--- config.mk ---
export PLATFORM = sky130hd
export DESIGN_NAME = fir_filter_q8
export DESIGN_NICKNAME = d
export VERILOG_FILES = /design/src/sv/fir_q8_pkg.sv /design/src/sv/fir_q8_datapath.sv /design/src/sv/fir_filter_q8.sv
export SDC_FILE = /design/constraint.sdc
export NUM_CORES = 2
export LEC_CHECK = 0
export BUFFER_PORTS_ARGS = -buffer_cell sky130_fd_sc_hd__buf_4
export CORE_MARGIN = 4
export CORE_UTILIZATION = 45
export CTS_CLUSTER_SIZE = 20
export DETAILED_ROUTE_END_ITERATION = 7
export PLACE_DENSITY = 0.64
export SETUP_SLACK_MARGIN = 0.02
export SYNTH_ARGS = -nofsm -noshare
export SYNTH_HDL_FRONTEND = slang
export SYNTH_SLANG_ARGS = --single-unit
--- constraint.sdc ---
create_clock -name clk_i -period 11.8 [get_ports clk_i]
set_clock_uncertainty 0.2 [all_clocks]
set_input_delay 1.18 -clock clk_i [delete_from_list [all_inputs] [get_ports clk_i]]
set_output_delay 1.18 -clock clk_i [all_outputs]
set_load 0.005 [all_outputs]
--- src/sv/fir_q8_pkg.sv ---
`timescale 1ns / 1ps

package fir_q8_pkg;

  localparam int SampleW     = 21;
  localparam int FiltW       = 23;
  localparam int CoefW       = 8;
  localparam int TableDepth  = 24;
  localparam int TapsDef     = 24;
  localparam int FracBitsDef = 8;

  // Q8 coefficients, index 0 applies to the newest sample
  localparam logic signed [CoefW-1:0] CoefTable [TableDepth] = '{
    8'sd1,   8'sd1,   8'sd0,   -8'sd1,  8'sd0,   8'sd0,   -8'sd2,  8'sd1,
    8'sd1,   -8'sd3,  8'sd0,   8'sd2,   -8'sd4,  8'sd0,   8'sd5,   -8'sd5,
    -8'sd2,  8'sd10,  -8'sd6,  -8'sd8,  8'sd19,  -8'sd7,  -8'sd30, 8'sd73
  };

  // taps past the end of the table carry a zero coefficient
  function automatic logic signed [CoefW-1:0] coef(input int k);
    logic signed [CoefW-1:0] c;
    c = '0;
    if (k >= 0 && k < TableDepth) begin
      c = CoefTable[k[4:0]];
    end
    return c;
  endfunction

endpackage

--- src/sv/fir_q8_datapath.sv ---
`timescale 1ns / 1ps

module fir_q8_datapath #(
  parameter int TAPS      = fir_q8_pkg::TapsDef,
  parameter int FRAC_BITS = fir_q8_pkg::FracBitsDef
) (
  input  logic                                     clk_i,
  input  logic                                     rst_ni,
  input  logic                                     shift_i,
  input  logic signed [fir_q8_pkg::SampleW-1:0]    sample_i,
  output logic signed [fir_q8_pkg::FiltW-1:0]      filtered_o
);

  localparam int ProdW = fir_q8_pkg::SampleW + fir_q8_pkg::CoefW;
  localparam int AccW  = ProdW + $clog2(TAPS) + 1;
  localparam logic signed [ProdW-1:0] Bias   = ProdW'((64'd1 << FRAC_BITS) - 64'd1);
  localparam logic signed [AccW-1:0]  OutMax = AccW'((64'sd1 <<< (fir_q8_pkg::FiltW - 1)) - 64'sd1);
  localparam logic signed [AccW-1:0]  OutMin = -AccW'(64'sd1 <<< (fir_q8_pkg::FiltW - 1));

  logic signed [fir_q8_pkg::SampleW-1:0] line_q [TAPS];
  logic signed [fir_q8_pkg::SampleW-1:0] line_d [TAPS];
  logic signed [ProdW-1:0]               prod   [TAPS];
  logic signed [ProdW-1:0]               trunc  [TAPS];
  logic signed [AccW-1:0]                acc;

  // line contents once the new word has been shifted in
  always_comb begin
    line_d[0] = sample_i;
    for (int k = 1; k < TAPS; k++) begin
      line_d[k] = line_q[k-1];
    end
  end

  always_ff @(posedge clk_i or negedge rst_ni) begin
    if (!rst_ni) begin
      for (int k = 0; k < TAPS; k++) begin
        line_q[k] <= '0;
      end
    end else if (shift_i) begin
      for (int k = 0; k < TAPS; k++) begin
        line_q[k] <= line_d[k];
      end
    end
  end

  // constant-coefficient products, each scaled down rounding toward zero
  always_comb begin
    for (int k = 0; k < TAPS; k++) begin
      prod[k]  = ProdW'(line_d[k]) * ProdW'(fir_q8_pkg::coef(k));
      trunc[k] = (prod[k] + (prod[k][ProdW-1] ? Bias : ProdW'(0))) >>> FRAC_BITS;
    end
  end

  always_comb begin
    acc = '0;
    for (int k = 0; k < TAPS; k++) begin
      acc = acc + AccW'(trunc[k]);
    end
  end

  always_comb begin
    if (acc > OutMax) begin
      filtered_o = OutMax[fir_q8_pkg::FiltW-1:0];
    end else if (acc < OutMin) begin
      filtered_o = OutMin[fir_q8_pkg::FiltW-1:0];
    end else begin
      filtered_o = acc[fir_q8_pkg::FiltW-1:0];
    end
  end

endmodule

--- src/sv/fir_filter_q8.sv ---
`timescale 1ns / 1ps

// FIR filter with a fixed built-in set of Q8 coefficients. Each
// accepted word is shifted into the delay line and the filtered word, the
// saturated sum of all TAPS products (each scaled down by 2^FRAC_BITS toward
// zero), appears on the output in the next cycle. One word is taken
// every cycle while the output keeps being read: the products and adder
// tree sit in a single combinational pass in front of the output register,
// and a new word is accepted whenever that register is empty or being
// read in the same cycle. The delay line resets to zero.
module fir_filter_q8 #(
  parameter int TAPS      = fir_q8_pkg::TapsDef,
  parameter int FRAC_BITS = fir_q8_pkg::FracBitsDef
) (
  input  logic                                  clk_i,
  input  logic                                  rst_ni,
  input  logic                                  in_valid_i,
  output logic                                  in_ready_o,
  input  logic signed [fir_q8_pkg::SampleW-1:0] sample_i,
  output logic                                  out_valid_o,
  input  logic                                  out_ready_i,
  output logic signed [fir_q8_pkg::FiltW-1:0]   filtered_o
);

  logic                                 accept;
  logic                                 out_valid_q, out_valid_d;
  logic signed [fir_q8_pkg::FiltW-1:0]  filtered_q;
  logic signed [fir_q8_pkg::FiltW-1:0]  filtered_d;

  assign in_ready_o = !out_valid_q || out_ready_i;
  assign accept     = in_valid_i && in_ready_o;

  fir_q8_datapath #(
    .TAPS      (TAPS),
    .FRAC_BITS (FRAC_BITS)
  ) u_datapath (
    .clk_i      (clk_i),
    .rst_ni     (rst_ni),
    .shift_i    (accept),
    .sample_i   (sample_i),
    .filtered_o (filtered_d)
  );

  always_comb begin
    out_valid_d = out_valid_q;
    if (accept) begin
      out_valid_d = 1'b1;
    end else if (out_ready_i) begin
      out_valid_d = 1'b0;
    end
  end

  always_ff @(posedge clk_i or negedge rst_ni) begin
    if (!rst_ni) begin
      out_valid_q <= 1'b0;
    end else begin
      out_valid_q <= out_valid_d;
    end
  end

  always_ff @(posedge clk_i) begin
    if (accept) begin
      filtered_q <= filtered_d;
    end
  end

  assign out_valid_o = out_valid_q;
  assign filtered_o  = filtered_q;

  a_accept_gives_word: assert property (@(posedge clk_i) disable iff (!rst_ni)
    in_valid_i && in_ready_o |=> out_valid_o)
    else $error("accepted sample produced no output word");

  a_word_from_accept: assert property (@(posedge clk_i) disable iff (!rst_ni)
    $rose(out_valid_o) |-> $past(in_valid_i && in_ready_o))
    else $error("output word appeared without an accepted sample");

  a_drain_only_when_read: assert property (@(posedge clk_i) disable iff (!rst_ni)
    $fell(out_valid_o) |-> $past(out_ready_i) && !$past(in_valid_i))
    else $error("output word dropped without being read");

endmodule

### Yosys cells after proc, flatten, opt, wreduce, memory -nomap -nowiden

Index checks and enable logic that the tools add are counted.

* register bits: 507
* input port bits: 25
* output and inout bits: 25
* word-level logic and storage cells: 104

* add/subtract/negate cells: 42
* $mul: 9
* magnitude comparators: 2
* muxes and demuxes: 22
* reductions and logical operators: 4

Operator list (count)
* $add 29x9->29: 6
* $mux 8: 19
* $add 25x9->26: 4
* $mul 21x4->25 const B: 4
* $add 21x9->22: 4
* $add 35x20->35: 2
* $add 27x9->28: 2
* $neg 21->28: 2
* $mul 21x3->24 const B: 2
* $add 34x21->35: 1
* $add 35x18->35: 1
* $add 35x21->35: 1
* $gt 35x23->1 const B: 1
* $lt 35x23->1 const B: 1
* $add 33x18->34: 1
* $add 32x19->33: 1
* $add 31x21->32: 1
* $add 30x18->31: 1
* $add 29x18->30: 1
* $add 28x21->29: 1
* $mul 21x8->29 const B: 1
* $neg 21->29: 1
* $add 27x15->28: 1
* $add 26x17->27: 1
* other kinds (18): 19

### Logic depth before layout (Yosys ltp)

* depth after elaboration: 22
* depth in mapped cells: 47
* depth with buffers taken out: 45

### Modules after synthesis

A second synthesis with hierarchy kept.

* cell total of the unflattened synthesis: 5454
* area, all modules: 53707.8 µm²

By module, submodules not included
* fir_q8_datapath: instances 1, cells an instance 5427, area an instance 52963.3 µm², seq. area each 12086.6 µm²
* fir_filter_q8: instances 1, cells an instance 27, area an instance 744.5 µm², seq. area each 715.7 µm²

### Worst setup path after synthesis

OpenSTA, ideal clock, no wires.

* path type: reg-to-reg
* start: reg u_datapath.line_q, in the netlist u_datapath.line_d[295]
* end: reg filtered_q, in the netlist filtered_o[10] (data pin)
* setup time: 270 ps
* arrival time: 11147 ps
* data required time: 11330 ps
* path slack: 183 ps
* stages on the path, launching flop included: 46
* path buffers: 1
* clock period less this slack: 11617 ps
* cell sequence: dfrtp_1 -> inv_1 -> ha_1 -> ha_1 -> ha_1 -> inv_1 -> fa_1 -> nand2b_1 -> a21oi_1 -> o31ai_1 -> o31ai_1 -> nor2_1 -> xnor2_1 -> inv_1 -> ha_1 -> a211oi_1 -> o211ai_1 -> nand2_1 -> [... 10 more ...] -> fa_1 -> inv_1 -> fa_1 -> fa_1 -> inv_1 -> fa_1 -> inv_1 -> ha_1 -> a211o_1 -> nor3_1 -> a211oi_1 -> o41ai_1 -> o21ai_0 -> nor3_1 -> a21oi_1 -> o41ai_2 -> clkbuf_1 -> o21ai_0

* longest elaborated chain between the ends: 18
* elaborated cells on any way between the ends: 19
* classes of those cells: add/sub (14); mul (1); order compare (2); mux (2)

Ends and longest elaborated chain
* start, declared: line fir_q8_datapath.sv:20 `logic signed [fir_q8_pkg::SampleW-1:0] line_q [TAPS];`
* start signal, assigned by index: line fir_q8_datapath.sv:41 `line_q[k] <= line_d[k];`
* $mul 21x3->24 *: line fir_q8_datapath.sv:49 `prod[k] = ProdW'(line_d[k]) * ProdW'(fir_q8_pkg::coef(k));`
* $mux 8: line fir_q8_datapath.sv:50 `trunc[k] = (prod[k] + (prod[k][ProdW-1] ? Bias : ProdW'(0))) >>> FRAC_BITS;`
* $add 24x9->25 *: line fir_q8_datapath.sv:50
* $add 26x17->27 *: line fir_q8_datapath.sv:57 `acc = acc + AccW'(trunc[k]);`
* $add 27x15->28 *: line fir_q8_datapath.sv:57
* $add 28x21->29 *: line fir_q8_datapath.sv:57
* $add 29x18->30 *: line fir_q8_datapath.sv:57
* $add 30x18->31 *: line fir_q8_datapath.sv:57
* [... 2 more ...]
* $add 33x18->34 *: line fir_q8_datapath.sv:57
* $add 34x21->35 *: line fir_q8_datapath.sv:57
* $add 35x20->35 *: line fir_q8_datapath.sv:57
* $add 35x18->35 *: line fir_q8_datapath.sv:57
* $add 35x20->35 *: line fir_q8_datapath.sv:57
* $add 35x21->35 *: line fir_q8_datapath.sv:57
* $lt 35x23->1: line fir_q8_datapath.sv:64 `end else if (acc < OutMin) begin`
* $mux 23: line fir_q8_datapath.sv:64
* end signal, assigned: line fir_filter_q8.sv:63 `filtered_q <= filtered_d;`
* end, declared: line fir_filter_q8.sv:27 `logic signed [fir_q8_pkg::FiltW-1:0] filtered_q;`

Every way passes the cells marked *; elsewhere a longest branch is shown, timed or not.
A chain may end at the register's enable or synchronous reset.

### Final worst setup path

* start: reg u_datapath.line_q, in the netlist u_datapath.line_d[71]
* end: reg filtered_q, in the netlist filtered_o[4] (data pin)

* longest elaborated chain between the ends: 9
* elaborated cells on any way between the ends: 10
* classes of those cells: add/sub (5); mul (1); order compare (2); mux (2)

Ends and longest elaborated chain (line)
* $mul 21x6->27 *: fir_q8_datapath.sv:49
* $mux 8: fir_q8_datapath.sv:50
* $add 27x9->28 *: fir_q8_datapath.sv:50
* $add 35x20->35 *: fir_q8_datapath.sv:57
* $add 35x18->35 *: fir_q8_datapath.sv:57
* $add 35x20->35 *: fir_q8_datapath.sv:57
* $add 35x21->35 *: fir_q8_datapath.sv:57
* $lt 35x23->1: fir_q8_datapath.sv:64
* $mux 23: fir_q8_datapath.sv:64

Marks and branches as above.

==> impl_metrics.json <==
{
  "slew_violations": 0,
  "layout_commonest_cell": "nand2_1",
  "first_pass_iters": 6,
  "clockRootBuffer": "clkbuf_16",
  "core_region_area_um2": 120000,
  "synth-seq-area-share_pct": 23.6,
  "fmax_ghz": 0.0864,
  "numCtsBuffers": 61,
  "initial_utilization_pct": 45.3,
  "crit_arrival_ns": 11.77,
  "fin_nets": 7725,
  "ant_nets": 0,
  "drive_gt1_share_pct": 14.7,
  "final_cell_mix": "1,280 x nand2_1, 658 x inv_1, 611 x ha_1",
  "slew_headroom_pct": 31.1,
  "hold_viol_final": 0,
  "async_flop_share_pct": 95.5,
  "first_iter_violations": 3207,
  "path_class": "reg -> reg",
  "diodes": 0,
  "gp_congestion": 0.963,
  "vias": 44474,
  "synthFlopType": "dfrtp_1",
  "fillers": 11164,
  "crit_path_max_fanout": 6,
  "synth_seq_cells": 507,
  "netlist_area_um2": 54300,
  "whs_ns": 0.261,
  "crit_path_top_delay_cell": "fa_2",
  "dp_hpwl_um": 120000,
  "grt_pass1_vias": 44149,
  "multi_input_area_um2": 39900,
  "crit_required_ns": 12.00,
  "port_buffers": 49,
  "end_kind": "flip-flop",
  "ff_latch_area_um2": 12800,
  "cp-start-kind": "flip-flop",
  "dieArea_um2": 126000,
  "cap_violations": 0,
  "grt_start_max_net_pins": 209,
  "die_h_um": 355,
  "fin_crit_sh_pct": 98.1,
  "setup_viol": 0,
  "wl_per_cell_um": 18.3,
  "cp_common_cell": "fa_1",
  "cpPeakStageDelay_ns": 0.60,
  "drc": 0,
  "grt_pass1_wl_um": 242000,
  "cts_htree_levels": 2,
  "worst_pin_slew_ns": 1.03,
  "grtUsageTotal_pct": 23.7,
  "worstSkewPairLatency_ns": 0.70,
  "synth_edf_count": 23,
  "cts.sinks": 507,
  "syn_nets": 7359,
  "rsz0062_at_grt": "true",
  "clkTransAtPathRegs_ns": 0.06,
  "globalRouteOverflowTotal": 0,
  "avgSynthCellArea_um2": 8.68,
  "wirelength_um": 152000,
  "status": "completed",
  "placementRows": 127,
  "io_pins": 50,
  "viasPerCell": 5.37,
  "ys_warn_count": 0,
  "synth.distinct_cells": 110,
  "hold_buffers": 0,
  "die_x_um": 355,
  "cts_tree": "done",
  "period_needed_ns": 11.57,
  "antenna_found_initial": 1,
  "syn_inst": 6254,
  "syn_to_final_growth_pct": 16.6,
  "cts_buffer_depth": 3,
  "hp-class": "reg -> reg"
}
## worst max-delay path: cells and delay by family (launching register included)
family / cells / cell delay, ns
xor gates and xnor gates: 3 / 0.47
AOI/OAI and AO/OA: 16 / 3.39
buffers and inverters: 11 / 1.26
adders and majority gates: 12 / 4.88
and+or+nand+nor: 5 / 0.60
DFF: 1 / 0.41
## per-stage QoR
| stage | setup TNS, ns | instances | worst slack [ns] | utilization, % | instance area [um^2] |
|---|---|---|---|---|---|
| after floorplan | 0 | 6254 | 0.183 | - | 54300 |
| after global placement | 0 | 8089 | 0.0132 | 49.0 | 58700 |
| after detailed placement | -4.53 | 8089 | -0.230 | 49.0 | 58700 |
| after CTS | 0 | 8229 | 0.0258 | 51.1 | 61300 |
| after global routing | -3.92 | 8282 | -0.208 | 52.8 | 63300 |
| final | 0 | 8282 | 0.229 | 52.8 | 63300 |
## final timing paths
check	from	end	slack (ns)	depth (start not counted)
max	u_datapath.line_d[71]	filtered_o[4]	0.23	47
min	u_datapath.line_d[230]	u_datapath.line_d[209]	0.26	2
max reg2reg	u_datapath.line_d[71]	filtered_o[4]	0.23	47
min reg2reg	u_datapath.line_d[230]	u_datapath.line_d[209]	0.26	2
max in group asynchronous	rst_ni	u_datapath.line_d[28]	8.74	3
min in group asynchronous	rst_ni	u_datapath.line_d[173]	0.31	1
## layer usage
layer / wire [um] / global-route usage (%) / up-vias / share of wire, %
met2: 71100 / 39.2 / 929 / 47
met1: 68500 / 32.7 / 21665 / 45
met4: 5340 / 7.28 / 2 / 3.5
met5: 13 / 0 / - / 0.0086
li1: - / - / 21646 / -
met3: 6490 / 2.83 / 232 / 4.3
## cell families (layout without fill, tap and decap cells)
family / count (synthesis) / after routing / share of synthesized area, %
compound gates: 1131 / 1131 / 13.3
xor+xnor: 519 / 519 / 8.38
fa+ha+maj: 1082 / 1082 / 30.6
buf+inv: 883 / 1299 / 6.18
flops: 507 / 507 / 23.6
mux: 24 / 24 / 0.466
simple gates: 2108 / 2108 / 17.5
## layout make-up
type | instances | area share (%)
multi-input cells | 4864 | 63.1
clock buffers | 78 | 2.67
inverters | 687 | 4.09
clock inverters | 35 | 0.651
well taps | 1612 | 3.19
flip-flops and latches | 507 | 20.2
repair buffers | 499 | 6.06
## Yosys cell counts, types with 33 or more instances
| library cell | number | area share (%) |
|---|---|---|
| inv_1 | 686 | 4.7 |
| xor2_1 | 164 | 2.6 |
| o21ai_0 | 373 | 3.4 |
| o21a_1 | 63 | 0.87 |
| fa_1 | 408 | 15 |
| nor2b_1 | 35 | 0.40 |
| nor3_1 | 97 | 0.89 |
| nand3_1 | 91 | 0.84 |
| a211oi_1 | 37 | 0.51 |
| and3_1 | 43 | 0.50 |
| dfrtp_1 | 484 | 22 |
| xnor2_1 | 355 | 5.7 |
| clkbuf_1 | 170 | 1.2 |
| a21oi_1 | 246 | 2.3 |
| nand2_1 | 1287 | 8.9 |
| a21o_1 | 107 | 1.5 |
| nor2_1 | 230 | 1.6 |
| nand2b_1 | 48 | 0.55 |
| or3_1 | 33 | 0.38 |
| and2_1 | 39 | 0.45 |
| ha_1 | 672 | 15 |
| nand4_1 | 39 | 0.45 |
## flip-flops by register name, summed over array words and instances (netlist names)
name / cells
u_datapath.line_d: 483
filtered_o: 23
out_valid_o: 1
## what timing repair did
action,4_1_cts,5_1_grt
resized for setup,57,324
setup buffers,25,52
endpoints found under the setup margin,22,23
gates cloned,2,1
pin swaps,39,229
Power is left out: the tool's default activity adds up to more than one toggle a clock period on the data nets, which glitch-free logic cannot reach.
